File: src/hdl/tmt_pkg.sv
`timescale 1ns / 1ps
`default_nettype none

package tmt_pkg;

  localparam logic [2:0] MODE_ADD   = 3'd0;
  localparam logic [2:0] MODE_DEL   = 3'd1;
  localparam logic [2:0] MODE_TTIME = 3'd2;
  localparam logic [2:0] MODE_NEXT  = 3'd3;
  localparam logic [2:0] MODE_TEMPO = 3'd4;
  localparam logic [2:0] MODE_TTICK = 3'd5;

  localparam logic [31:0] RESET_TEMPO  = 32'd2236962;
  localparam int unsigned SEARCH_START = 256;

  typedef struct packed {
    logic [2:0]  mode;
    logic [31:0] tick;
    logic [31:0] tempo;
    logic [63:0] time_req;
  } cmd_t;

  typedef struct packed {
    logic [63:0] time_out;
    logic [31:0] tick_out;
    logic [31:0] tempo_out;
    logic        found;
    logic        table_full;
  } res_t;

  function automatic logic [63:0] sat_add(input logic [63:0] a, input logic [63:0] b);
    logic [64:0] s;
    s = {1'b0, a} + {1'b0, b};
    return s[64] ? {64{1'b1}} : s[63:0];
  endfunction

endpackage

`default_nettype wire

File: src/hdl/tmt_mac.sv
`timescale 1ns / 1ps
`default_nettype none

module tmt_mac
  import tmt_pkg::*;
#(
  parameter int TB = 32
) (
  input  wire logic          clk_i,
  input  wire logic          clr_i,
  input  wire logic          en_i,
  input  wire logic [TB-1:0] diff_i,
  input  wire logic [31:0]   rate_i,
  output logic      [63:0]   acc_o
);

  localparam int MW = (TB + 32 > 65) ? TB + 32 : 65;

  logic [MW-1:0] prod_full;
  logic [63:0]   prod_q, prod_d;
  logic [63:0]   acc_q, acc_d;

  always_comb begin
    prod_full = MW'(diff_i) * MW'(rate_i);
    prod_d    = '0;
    if (en_i && !clr_i) begin
      prod_d = (|prod_full[MW-1:64]) ? {64{1'b1}} : prod_full[63:0];
    end
    acc_d = clr_i ? 64'd0 : sat_add(acc_q, prod_q);
  end

  always_ff @(posedge clk_i) begin
    prod_q <= prod_d;
    acc_q  <= acc_d;
  end

  assign acc_o = acc_q;

endmodule

`default_nettype wire

File: config.mk
export PLATFORM = sky130hd
export DESIGN_NAME = tmt_mac
export DESIGN_NICKNAME = d
export VERILOG_FILES = /design/src/hdl/tmt_pkg.sv /design/src/hdl/tmt_mac.sv
export SDC_FILE = /design/constraint.sdc
export NUM_CORES = 2
export LEC_CHECK = 0
export CORE_ASPECT_RATIO = 2
export CORE_MARGIN = 3
export CORE_UTILIZATION = 35
export CTS_BUF_LIST = sky130_fd_sc_hd__clkbuf_8
export DETAILED_ROUTE_END_ITERATION = 10
export DONT_BUFFER_PORTS = 1
export PLACE_DENSITY = 0.53
export SLEW_MARGIN = 25
export SYNTH_ARGS = -nofsm -noshare
export SYNTH_HDL_FRONTEND = slang
export SYNTH_SLANG_ARGS = --single-unit
export TNS_END_PERCENT = 100
File: constraint.sdc
create_clock -name clk_i -period 15.8 [get_ports clk_i]
set_input_delay 2.37 -clock clk_i [delete_from_list [all_inputs] [get_ports clk_i]]
set_output_delay 2.37 -clock clk_i [all_outputs]
set_load 0.01 [all_outputs]
* After elaboration in Yosys (flattened, before gate mapping)
Index checks and enable logic that the tools add are counted.
Widths: inputs -> output; s select.
** Word-level totals
- Bits in registers :: 128
- Output and inout port bits :: 64
- Logic and storage cells :: 7
- Bits of input ports :: 67
** Operators by class
- Muxes and demuxes :: 1
- Multipliers :: 1
- Add/subtract/negate cells :: 1
- Reduce and logical (&&, ||, !) cells :: 2
** Operator list (number)
- $add 64x64->65 :: 1
- $mul 32x32->64 :: 1
- $mux 64 :: 1
- $logic_and 1x1->1 :: 1
- $logic_not 1->1 :: 1

* Logic depth before layout (Yosys ltp)
- Depth in word-level cells :: 2
- Mapped depth :: 30
- Mapped depth without buffers :: 28

* Worst setup path before layout
OpenSTA, ideal clock, no wires.
- Path type :: input -> register
- Start :: input port rate_i[8]
- End :: register prod_q[63]
- Data arrival time :: 9044 ps
- Library setup time :: 114 ps
- Data required time :: 15686 ps
- Stages :: 26
- Slack :: 6642 ps
- Path buffers :: 2
- Path through :: clkbuf_1 and2_1 fa_1 fa_1 inv_1 fa_1 fa_1 inv_1 fa_1 fa_1 fa_1 inv_1 fa_1 inv_1 ha_1 clkbuf_1 a21o_1 a21o_1 a21oi_1 o21ai_1 a31oi_1 o21ai_0 a221oi_1 o21bai_1 a31o_2 a21o_1
** On the way
- Word-level cells in the longest chain between the ends :: 1
** RTL lines
- start, declared :: RTL line tmt_mac.sv:13 : input wire logic [31:0] rate_i,
- $mul 32x32->64 :: RTL line tmt_mac.sv:24 : prod_full = MW'(diff_i) * MW'(rate_i);
- end signal, assigned :: RTL line tmt_mac.sv:33 : prod_q <= prod_d;
- end, declared :: RTL line tmt_mac.sv:20 : logic [63:0] prod_q, prod_d;
Every way passes these cells.
A chain may end at the register's enable or synchronous reset.

* Worst setup path after layout
- Start :: input port diff_i[26]
- End :: register prod_q[63]
** On the way
- Word-level cells in the longest chain between the ends :: 1
** RTL lines
- start, declared :: RTL line tmt_mac.sv:12 : input wire logic [TB-1:0] diff_i,
- $mul 32x32->64 :: RTL line tmt_mac.sv:24
Every way passes these cells.

==> key figures <==
Worst setup path
  • Reg2reg start: acc_o[0]$_SDFF_PP0_
  • FF-to-FF path depth: 14
  • Critical Path RT: 16.20 ns
  • Critical path arrival: 9.82 ns
  • Critical path class: in2reg
  • Reg-to-reg setup timing slack: 11.54 ns
  • FF-to-FF End: acc_o[57]$_SDFF_PP0_
  • Critical path endpoint category: register
  • CP max FO: 32
  • CP Launch Type: primary input

Routing
  • Detailed Route WL: 130000 um
  • DRC errors left: 0
  • Initial DRC Count: 1243
  • DR WL/cell: 22.1 um
  • TritonRoute pass-1 iters: 5
  • Vias per std cell: 5.16
  • Routed Antenna Nets: 0
  • DR vias: 30300

Synth
  • Post-synth cell types: 70
  • FFs w/ async S/R, synth: 0%
  • Synth top area share: 44.3%
  • Ranking of synthesized cells by area: fa_1, ha_1, and2_1
  • Avg Cell Area, Syn: 8.83 um2
  • Sequential share of the synthesized area: 6.32%
  • Post-Syn Area: 40600 um2
  • Synth Net Count: 5887
  • Post-synth top cells: inv_1, fa_1, and2_1, nand2_1, ha_1
  • Ys flop type: dfxtp_1
  • EDFF count, synth: 0
  • Count leader, synth: inv_1
  • Area leader, netlist: fa_1
  • Post-synthesis register bit count: 128
  • Synthesized instance count: 4596
  • Syn. warnings: 0

Clock tree
  • Longest Clk Path Bufs: 3
  • CTS tree: built
  • Post-CTS Resized: 0
  • Total CTS buffers: 25
  • Hold Buf Count CTS: 0
  • H-tree depth: 4
  • Clock Pin Slew Worst Setup and Hold Paths: 0.07 ns
  • # Post-CTS Setup Buffers: 0
  • Clock latency on the worst-skew pair: 0.51 ns
  • CTS sink cnt: 128
  • Clock root cell: clkbuf_8

Min path
  • Hold Path Origin: prod_q[1]$_SDFF_PN0_
  • Hold path cells: 3
  • HP Class: reg2reg
  • Hold path endpoint: acc_o[1]$_SDFF_PP0_

STA
  • Final TNS setup: 0 ns
  • Worst-Margin Slew: 1.03 ns
  • Max-slew violation count: 0
  • Fmax: 106 MHz
  • Final Hold Fails: 0
  • Unrepaired setup endpoints after global routing: false
  • Worst Skew: 0.0161 ns
  • Post-route minimum period: 9.41 ns
  • Final setup violating endpoints: 0
  • Slew HR: 29.5%
  • Period utilization: 59.6%

Floorplanning
  • DIE AREA: 120000 um2
  • I/O Pins: 131
  • Effective utilization at floorplan: 35.3%
  • Die width: 247 um
  • Cell Rows: 176
  • Die height: 487 um
  • CORE AREA: 115000 um2

Final layout
  • Area Growth Syn to Fin: 3.33%
  • Fraction of layout instances using a drive strength above 1: 1.31%
  • Nets@finish: 5652
  • Area occupied by multi-input gates: 33500 um2
  • Register area: 2560 um2
  • Post-layout util: 36.5%
  • Filler cell count: 11900

Place
  • Final GP Congestion: 0.897
  • Hpwl dp: 107000 um
  • I/O Buffers: 0

Status
  • Status: finished, final reports clean

Job
  • Max-cap violations: 0

Global route
  • Largest net degree at the start of global routing: 64
  • Vias in the first global route: 34000
  • Initial antenna violation count: 1
  • Global-route wire length before repair: 200000 um
  • Gr ovfl total: 0
  • GRT Overall Usage: 22.0%
[metal layers]
layer | vias to the layer above | wire [um] | track usage, %
li1 | 13400 | - | -
met5 | - | 0 | 0
met4 | 0 | 9070 | 13.2
met2 | 783 | 73300 | 43.2
met3 | 302 | 5420 | 2.59
met1 | 15900 | 42500 | 21.7
[worst max-delay path by stage]
stage                            endpoint  slack (ns)  startpoint  depth (start not counted)
global route        prod_q[63]$_SDFF_PN0_        6.14  diff_i[26]                         24
CTS                 prod_q[63]$_SDFF_PN0_        6.39  diff_i[26]                         24
floorplan           prod_q[63]$_SDFF_PN0_        6.64   rate_i[8]                         26
finish              prod_q[63]$_SDFF_PN0_        6.39  diff_i[26]                         24
detailed placement  prod_q[63]$_SDFF_PN0_        5.84  diff_i[26]                         24
global placement    prod_q[63]$_SDFF_PN0_        5.87  diff_i[22]                         24
[flip-flops by register name, indices dropped and copies added (netlist names)]
name,flops
acc_o,64
prod_q,64
[worst max-delay path, cell delays in order]
cell,delay (ns)
and2_1,0.18
fa_1,0.53
fa_1,0.55
inv_1,0.06
fa_1,0.50
fa_1,0.52
inv_1,0.05
fa_1,0.55
fa_1,0.44
fa_1,0.56
inv_1,0.07
fa_1,0.53
inv_1,0.06
ha_1,0.41
a21o_1,0.20
a21o_1,0.16
a21oi_1,0.18
o21ai_1,0.11
a31oi_1,0.17
o21ai_0,0.12
a221oi_1,0.71
o21bai_1,0.31
a31o_2,0.30
a21o_1,0.15
[cells in the final DEF (no fill, tap or decap), drive strengths merged, types with 7 or more instances in the layout]
cell type,Yosys,routed
o21a,20,20
a31oi,20,20
clkbuf,254,31
o31ai,7,7
nand4,28,28
or3,7,7
and2,582,582
ha,327,327
nor3,27,27
o21ai,76,76
o211ai,11,11
o21bai,29,29
xnor2,61,61
nor2,106,106
xor2,44,44
dfxtp,128,128
or2,10,10
nand3,29,29
nand2b,17,17
nor4,7,7
fa,897,897
and3,16,16
inv,938,940
a21oi,189,189
a21o,98,98
nand2,555,555
nor2b,11,11
a211oi,13,13
a21boi,8,8
[metrics by stage]
step           cell area, um2  hold slack, ns  cells  worst slack, ns
3_5_place_dp            41500           0.647   5847             5.84
3_3_place_gp            41500           0.642   5847             5.87
6_report                41900           0.642   5884             6.39
5_1_grt                 41900           0.683   5881             6.14
4_1_cts                 41900           0.647   5880             6.39
2_1_floorplan           40600           0.528   4596             6.64
[area by class of cell]
type,count,area share [%]
clock inverters,2,0.0179
multi-input cells,3264,79.8
inverters,938,8.40
repair buffers,4,0.0716
flip-flops and latches,128,6.11
well taps,1513,4.52
diodes,4,0.0239
clock buffers,31,1.02
[logic make-up after synthesis]
kind of cell,Yosys count,share of synthesized area [%]
fa+ha+maj,1224,54.4
compound gates,523,8.22
buf+inv,1204,11.2
flops,128,6.32
mux,5,0.126
xor+xnor,105,2.27
simple gates,1407,17.5
Power is left out: the tool's default activity adds up to more than one toggle a clock period on the data nets, which glitch-free logic cannot reach.
