$ cat config.mk
export PLATFORM = sky130hd
export DESIGN_NAME = tmt_cell
export DESIGN_NICKNAME = d
export VERILOG_FILES = /design/src/hdl/tmt_pkg.sv /design/src/hdl/tmt_cell.sv
export SDC_FILE = /design/constraint.sdc
export NUM_CORES = 1
export LEC_CHECK = 0
export BUFFER_PORTS_ARGS = -buffer_cell sky130_fd_sc_hd__buf_2
export CAP_MARGIN = 20
export CORE_MARGIN = 2
export CORE_UTILIZATION = 40
export DETAILED_ROUTE_END_ITERATION = 8
export PLACE_DENSITY = 0.77
export SETUP_SLACK_MARGIN = 0.2
export SYNTH_ARGS = -nofsm -noshare
export SYNTH_HDL_FRONTEND = slang
export SYNTH_SLANG_ARGS = --single-unit
$ cat constraint.sdc
create_clock -name clk_i -period 0.8 [get_ports clk_i]
set_input_delay 0 -clock clk_i [delete_from_list [all_inputs] [get_ports clk_i]]
set_output_delay 0 -clock clk_i [all_outputs]
set_load 0.01 [all_outputs]
$ cat src/hdl/tmt_pkg.sv
`timescale 1ns / 1ps
`default_nettype none

package tmt_pkg;

  localparam logic [2:0] MODE_ADD   = 3'd0;
  localparam logic [2:0] MODE_DEL   = 3'd1;
  localparam logic [2:0] MODE_TTIME = 3'd2;
  localparam logic [2:0] MODE_NEXT  = 3'd3;
  localparam logic [2:0] MODE_TEMPO = 3'd4;
  localparam logic [2:0] MODE_TTICK = 3'd5;

  localparam logic [31:0] RESET_TEMPO  = 32'd2236962;
  localparam int unsigned SEARCH_START = 256;

  typedef struct packed {
    logic [2:0]  mode;
    logic [31:0] tick;
    logic [31:0] tempo;
    logic [63:0] time_req;
  } cmd_t;

  typedef struct packed {
    logic [63:0] time_out;
    logic [31:0] tick_out;
    logic [31:0] tempo_out;
    logic        found;
    logic        table_full;
  } res_t;

  function automatic logic [63:0] sat_add(input logic [63:0] a, input logic [63:0] b);
    logic [64:0] s;
    s = {1'b0, a} + {1'b0, b};
    return s[64] ? {64{1'b1}} : s[63:0];
  endfunction

endpackage

`default_nettype wire

$ cat src/hdl/tmt_cell.sv
`timescale 1ns / 1ps
`default_nettype none

module tmt_cell
  import tmt_pkg::*;
#(
  parameter int TB = 32
) (
  input  wire logic          clk_i,
  input  wire logic          rst_ni,
  input  wire logic          shift_i,
  input  wire logic [TB-1:0] tick_i,
  input  wire logic [31:0]   tempo_i,
  input  wire logic          wr_tempo_i,
  input  wire logic [31:0]   wr_data_i,
  output logic      [TB-1:0] tick_o,
  output logic      [31:0]   tempo_o
);

  logic [TB-1:0] tick_q, tick_d;
  logic [31:0]   tempo_q, tempo_d;

  always_comb begin
    tick_d  = tick_q;
    tempo_d = tempo_q;
    if (shift_i) begin
      tick_d  = tick_i;
      tempo_d = tempo_i;
    end else if (wr_tempo_i) begin
      tempo_d = wr_data_i;
    end
  end

  always_ff @(posedge clk_i or negedge rst_ni) begin
    if (!rst_ni) begin
      tick_q  <= '0;
      tempo_q <= RESET_TEMPO;
    end else begin
      tick_q  <= tick_d;
      tempo_q <= tempo_d;
    end
  end

  assign tick_o  = tick_q;
  assign tempo_o = tempo_q;

endmodule

`default_nettype wire

Word level (Yosys, flattened, before mapping)
Index checks and enable logic that the tools add are counted.
{"block": "op_classes", "n_mux": 2, "n_reduce_logical": 1}
{"operator": "32-bit two-way mux", "n": 2}
{"operator": "2-bit nonzero test", "n": 1}
{"block": "word_totals", "register_bits": 64, "out_inout_bits": 64, "in_bits": 100, "elab_cells": 5}

Logic depth before layout (Yosys ltp)
Gate-level depths: netlist of the first run.
{"block": "depth", "ltp_word": 2, "depth_mapped": 5, "ltp_nobuf": 2}

Worst setup path after synthesis of the first run
OpenSTA, ideal clock, no wires.
{"block": "synth_timing", "kind": "reg2reg", "startpoint": "register, netlist name tick_o[10]", "endpoint": "register tick_q[10] (netlist: tick_o[10])", "path_slack_ns": 0.021, "arrival_time_ns": 0.654, "setup_time_ns": 0.125, "stages_incl_launch_ff": 2, "path_buffers": 0, "required_time_ns": 0.675, "synth_period_minus_slack_ns": 0.779, "cell_sequence": "dfrtp_1 mux2_4"}
{"element": "end signal, assigned", "line": "tmt_cell.sv:39", "source": "tick_q <= tick_d;"}
{"element": "end, declared", "line": "tmt_cell.sv:20", "source": "logic [TB-1:0] tick_q, tick_d;"}

Final worst setup path of the first run
{"block": "layout_timing", "startpoint": "register tempo_q[9] (netlist: tempo_o[9])", "endpoint": "output port tempo_o[9]"}
{"element": "start, declared", "line": "tmt_cell.sv:21", "source": "logic [31:0] tempo_q, tempo_d;"}
{"element": "start signal, assigned", "line": "tmt_cell.sv:40", "source": "tempo_q <= tempo_d;"}
{"element": "end, declared", "line": "tmt_cell.sv:17", "source": "output logic [31:0] tempo_o"}
No word-level cell between the ends.

==> flow_summary_export.csv, run 1 <==
group,metric,value,unit
status,outcome,"finished, violations left",
status,violations,"negative hold slack, negative setup slack",
final_layout,antennaDiodeCount,0,
timing,fmax,1035,MHz
routing,wl,7680,um
critical_path,arrival,0.97,ns
floorplanning,coreArea,0.006832,mm^2
logic_synthesis,ys_seq_area_frac,0.5648,
clock_tree,cts.reportedPaths.clkPinSlew,0.07,ns
routing,wl_per_cell,14.68,um
timing,setup_slack,-0.1664,ns
grt,globalRouteTotalUtil,0.1934,
placement,place_ws,-0.02113,ns
logic_synthesis,yosys-top-cells-area,"dfrtp_1 51%, mux2_4 17%, mux2i_1 11%, dfstp_2 5.5%, o21ai_1 5.4%",
floorplanning,dieArea,0.007814,mm^2
pwr,p_leak,2.369,nW
clock_tree,clk_latency,0.32,ns
grt,grt_overflow,0,
pwr,p_per_area,1825,mW/mm^2
grt,grt_max_degree,34,
final_layout,seq_area,0.001609,mm^2
clock_tree,cts_max_path_buffers,2,
timing,clock_skew,0,ns
clock_tree,cts-root-buf,"clkbuf_8",
floorplanning,rows,30,
critical_path,worstSetupStartpointType,"flop",
critical_path,reg2reg_slack,-0.05,ns
routing,vias,2385,
critical_path,reg2regPathDepth,3,
timing,post-route-period-util,1.208,
timing,worstMarginPinSlew,0.1933,ns
min_path,hold_end,"tick_o[20]",
critical_path,crit_type,"flop to output pin",
clock_tree,htreeDepth,3,
floorplanning,ioPinCount,164,
floorplanning,die_w,88.40,um
pwr,ir_worst_vdd,1.288,mV
logic_synthesis,synth_cell_types,12,
min_path,hp-class,"input pin to flop",
logic_synthesis,async_flop_share,1.000,
timing,slew_viol_final,0,
critical_path,end_kind,"output pin",
clock_tree,cts.sinks,64,
logic_synthesis,synthCells,207,
grt,antenna_found_initial,0,
critical_path,regToRegEndpoint,"tempo_o[19]",
grt,top_usage_layer,"met2",
logic_synthesis,ys_warn_count,0,
min_path,hold_depth,2,
placement,hpwlAfterDp,5081,um
flow_run,max-cap-violations,0,
final_layout,nets,523,
critical_path,slowest_stage,"dfstp_2",
timing,hold_violations,57,
final_layout,syn_to_final_growth,58.15,%
timing,fin_crit,0.9664,ns
critical_path,worstPathRequired,0.80,ns
min_path,worstHoldStart,"tick_i[20]",
final_layout,drive_above_1_share,0.5527,
floorplanning,dieHeight,88.40,um
placement,portBuffers,163,
logic_synthesis,netlist_area,0.002849,mm^2
clock_tree,cts_tree,"yes",
clock_tree,holdBufCountCts,37,
final_layout,finalNonFillerCells,523,
grt,met2_usage,0.3705,
logic_synthesis,ys_ff_latch,64,
critical_path,cp_max_fo,2,
critical_path,crit_family,"flip-flops",
logic_synthesis,postSynthAreaPerCell,13.76,um^2
grt,grtUsageMet1,0.2038,
critical_path,path_buf_inv,1,
logic_synthesis,synth_top_area_share,0.5094,
timing,slew_headroom,0.8674,
placement,place.gp.congestion,0.8286,
final_layout,multiInputGateArea,0.001085,mm^2
logic_synthesis,synthTopCellsByCount,"58 x dfrtp_1, 32 x mux2_4, 32 x mux2i_1, 32 x nand2_1, 31 x o21ai_1",
critical_path,cpPeakStageDelay,0.55,ns
timing,hold_ws,-0.09967,ns
timing,finalSetupViolCount,73,
routing,firstDrtPassIters,4,
logic_synthesis,yosysTopAreaCell,"dfrtp_1",
routing,drtIter0Drc,57,
timing,rsz0062_at_grt,"true",
logic_synthesis,yosys_most_used_dff,"dfrtp_1",
logic_synthesis,synth_edf_count,0,
clock_tree,numCtsBuffers,9,
logic_synthesis,syn-num-nets,307,
routing,drc,0,
grt,grt_pass1_vias,2504,
placement,dp.cells,465,
final_layout,nFillCells,526,
routing,viasPerCell,4.560,
floorplanning,start_util,0.4170,
routing,ant_nets,0,
critical_path,worstReg2RegStart,"tempo_o[19]",
grt,met3_usage,0.03825,
grt,grt_pass1_wl,11500,um
critical_path,crit_chain,"buf_6",
logic_synthesis,yosysMostFrequentCell,"dfrtp_1",
logic make-up (layout without fill, tap and decap cells):
family          count (synthesis)  in the layout  share of synthesized area
mux                            64             64                     0.2811
flops                          64             64                     0.5648
compound gates                 32             32                    0.05621
simple gates                   32             32                    0.04216
buf+inv                        15            235                    0.05577
routing by layer:
| layer | vias to the layer above | routed length (um) |
|---|---|---|
| li1 | 1139 | - |
| met1 | 1131 | 2901 |
| met4 | 0 | 165 |
| met5 | - | 0 |
| met3 | 15 | 435 |
| met2 | 100 | 4177 |
power breakdown:
part / switching, W / total (W) / internal (W)
logic: 0.000757 / 0.00183 / 0.00107
registers: 0.000189 / 0.00376 / 0.00357
clock network: 0.00114 / 0.00263 / 0.00149
total: 0.00209 / 0.00822 / 0.00614
state kept, by name, indices dropped and copies added, names as in the netlist:
register and cells:
tempo_o 32, tick_o 32
repair_timing:
| item | in CTS | in global routing |
|---|---|---|
| setup buffers | 2 | 4 |
| endpoints found under the hold margin | 128 | 51 |
| pin swaps | 0 | 1 |
| gates resized for setup | 9 | 8 |
| endpoints found under the setup margin | 128 | 128 |
cell usage in the layout (no fill, tap or decap):
cell type and instances:
buf_2 148, dfrtp_1 58, dlygate4sd3_1 37, mux2_4 32, nand2_1 32, o21ai_1 32, mux2i_1 31, buf_6 15
buf_4 14, clkbuf_8 10, buf_12 6, dfstp_2 6, clkinv_2 3, mux2i_2 1, bufinv_16 1, clkbuf_1 1
how the worst max path moves through the flow:
stage / start / endpoint / slack [ns] / depth (start not counted)
2_1_floorplan: tick_o[10] / tick_o[10] / 0.02 / 1
3_3_place_gp: shift_i / tick_o[29] / 0.03 / 3
3_5_place_dp: tempo_o[9] / tempo_o[9] / -0.02 / 2
4_1_cts: tempo_o[9] / tempo_o[9] / -0.18 / 1
5_1_grt: tempo_o[1] / tempo_o[1] / -0.20 / 1
6_report: tempo_o[9] / tempo_o[9] / -0.17 / 1
per-stage QoR:
stage                     hold slack, ns  area, um^2  power (W)    util  setup TNS (ns)
after detailed placement         0.01576        3809   0.005363  0.5575        -0.02113
final                           -0.09967        4506   0.008223  0.6595          -3.756
after CTS                        -0.1151        4431   0.008240  0.6485          -4.762
after global routing             -0.1134        4506   0.008611  0.6595          -6.524
after global placement          0.005914        3809   0.005298  0.5575               0
after floorplan                  -0.2956        2849   0.004596       -               0
layout make-up:
class / instances / share of cell area
Clock inverter: 4 / 0.009997
Sequential cell: 64 / 0.3571
Clock buffer: 11 / 0.03138
Timing Repair Buffer: 220 / 0.3341
Multi-Input combinational cell: 128 / 0.2408
Tap cell: 96 / 0.02666
(Power assumes the default switching activity.)
==> inputs of run 2 (changes only) <==
--- a/config.mk
+++ b/config.mk
@@ -11,7 +11,7 @@
 export CORE_UTILIZATION = 40
 export DETAILED_ROUTE_END_ITERATION = 8
 export PLACE_DENSITY = 0.77
-export SETUP_SLACK_MARGIN = 0.2
+export SETUP_SLACK_MARGIN = 0.1
 export SYNTH_ARGS = -nofsm -noshare
 export SYNTH_HDL_FRONTEND = slang
 export SYNTH_SLANG_ARGS = --single-unit
==> run 2 against run 1 <==
The run ends with negative setup slack left. Hold slack improved by 0.17 ns. Combinational power rose by 15%. Register-to-register slack got worse by 0.02 ns. Via count rose by 14%. Total power rose by 3.5%. Sequential power barely moved. Critical endpoint is now tempo_o[17]. Sequential cell count did not move.
==> flow_summary_export.csv, run 2 (synthesis results as in run 1) <==
group,metric,value,unit
grt,grt_pass1_wl,13940,um
grt,antenna_found_initial,0,
critical_path,crit_type,"flop to output pin",
floorplanning,dieHeight,88.40,um
placement,place.gp.congestion,0.8072,
grt,grt_overflow,0,
final_layout,final_cell_mix,"144 x buf_2, 97 x dlygate4sd3_1, 58 x dfrtp_1",
critical_path,cpPeakStageDelay,0.55,ns
final_layout,layout_commonest_cell,"buf_2",
clock_tree,cts_tree,"yes",
grt,grt_pass1_vias,3015,
clock_tree,cts_max_path_buffers,2,
critical_path,worstReg2RegStart,"tempo_o[10]",
final_layout,antennaDiodeCount,0,
timing,hold_ws,0.07464,ns
critical_path,path_buf_inv,1,
pwr,p_per_area,1665,mW/mm^2
routing,firstDrtPassIters,4,
final_layout,drive_above_1_share,0.4814,
timing,worstMarginPinSlew,0.2718,ns
critical_path,worstPathRequired,0.80,ns
final_layout,nets,579,
routing,viasPerCell,4.667,
min_path,hp-class,"input pin to async pin",
critical_path,arrival,0.98,ns
critical_path,crit_path_start,"tempo_o[17]",
routing,drc,0,
pwr,p_leak,2.615,nW
critical_path,crit_chain,"buf_6",
placement,hpwlAfterDp,4964,um
clock_tree,cts.reportedPaths.clkPinSlew,0.07,ns
timing,setup_slack,-0.1816,ns
critical_path,slowest_stage,"dfstp_2",
clock_tree,htreeDepth,3,
timing,hold_violations,0,
timing,fmax,1019,MHz
critical_path,crit_family,"flip-flops",
grt,globalRouteTotalUtil,0.2398,
routing,drtIter0Drc,65,
placement,portBuffers,163,
clock_tree,numCtsBuffers,9,
status,violations,"negative setup slack",
clock_tree,clk_latency,0.32,ns
placement,dp.cells,461,
critical_path,reg2regPathDepth,3,
timing,clock_skew,0,ns
final_layout,syn_to_final_growth,79.36,%
critical_path,end_kind,"output pin",
critical_path,regToRegEndpoint,"tempo_o[10]",
clock_tree,cts-root-buf,"clkbuf_8",
critical_path,worstSetupStartpointType,"flop",
status,outcome,"finished, violations left",
grt,grt_max_degree,33,
timing,fin_crit,0.9816,ns
timing,finalSetupViolCount,71,
floorplanning,start_util,0.4170,
critical_path,reg2reg_slack,-0.07,ns
clock_tree,cts.sinks,64,
timing,slew_headroom,0.8188,
final_layout,finalNonFillerCells,580,
timing,post-route-period-util,1.227,
floorplanning,coreArea,0.006832,mm^2
placement,place_ws,-0.009243,ns
floorplanning,die_w,88.40,um
critical_path,cp_max_fo,2,
pwr,ir_worst_vdd,0.8187,mV
routing,wl,9241,um
timing,slew_viol_final,0,
routing,wl_per_cell,15.93,um
routing,vias,2707,
timing,rsz0062_at_grt,"true",
routing,ant_nets,0,
floorplanning,rows,30,
flow_run,max-cap-violations,0,
floorplanning,ioPinCount,164,
floorplanning,dieArea,0.007814,mm^2
-- run 2: area by class of cell --
cell class                 count  area, um^2
timing repair buffer         276        2113
fill                         453        1722
sequential                    64        1609
multi-input combinational    128        1081
clock buffer                   9       123.9
tap                           96       120.1
clock inverter                 7       62.56
-- run 2: metrics by stage --
step / setup TNS (ns) / total power (W) / utilization / instance area (um^2)
2_1_floorplan: 0 / 0.004596 / - / 2849
3_3_place_gp: 0 / 0.005293 / 0.5549 / 3791
3_5_place_dp: -0.009243 / 0.005346 / 0.5549 / 3791
4_1_cts: -5.625 / 0.008460 / 0.7330 / 5007
5_1_grt: -7.364 / 0.008931 / 0.7480 / 5110
6_report: -4.414 / 0.008507 / 0.7480 / 5110
-- run 2: per-layer routing --
layer,GRT usage,up-vias,share of wire
met5,0,-,0
met4,0.1543,0,0.044
met3,0.04664,37,0.051
met2,0.4648,123,0.56
met1,0.2260,1292,0.34
li1,-,1255,-
-- run 2: worst reg2reg max path, cell delays in order (launching register included) --
cell	delay, ns
dfrtp_1	0.41
buf_6	0.12
mux2i_1	0.14
o21ai_1	0.09
-- run 2: how the worst max path moves through the flow --
stage	to	slack [ns]	cells after the start
after floorplan	tick_o[10]	0.02	1
after global placement	tempo_o[24]	0.04	4
after detailed placement	tempo_o[25]	-0.009	4
after CTS	tempo_o[17]	-0.20	1
after global routing	tempo_o[9]	-0.22	1
final	tempo_o[17]	-0.18	1
-- run 2: what timing repair did --
item	CTS	global route
setup endpoints to repair	113	128
resized for setup	8	12
pin swaps	0	2
hold endpoints to repair	124	0
setup buffers	2	4
hold buffers	97	0
-- run 2: power by group --
group	total, W	switching (W)	internal, W	leakage, nW
registers	0.00377	0.000201	0.00357	0.751
logic	0.00211	0.000832	0.00128	1.77
clock network	0.00262	0.00121	0.00141	0.0985
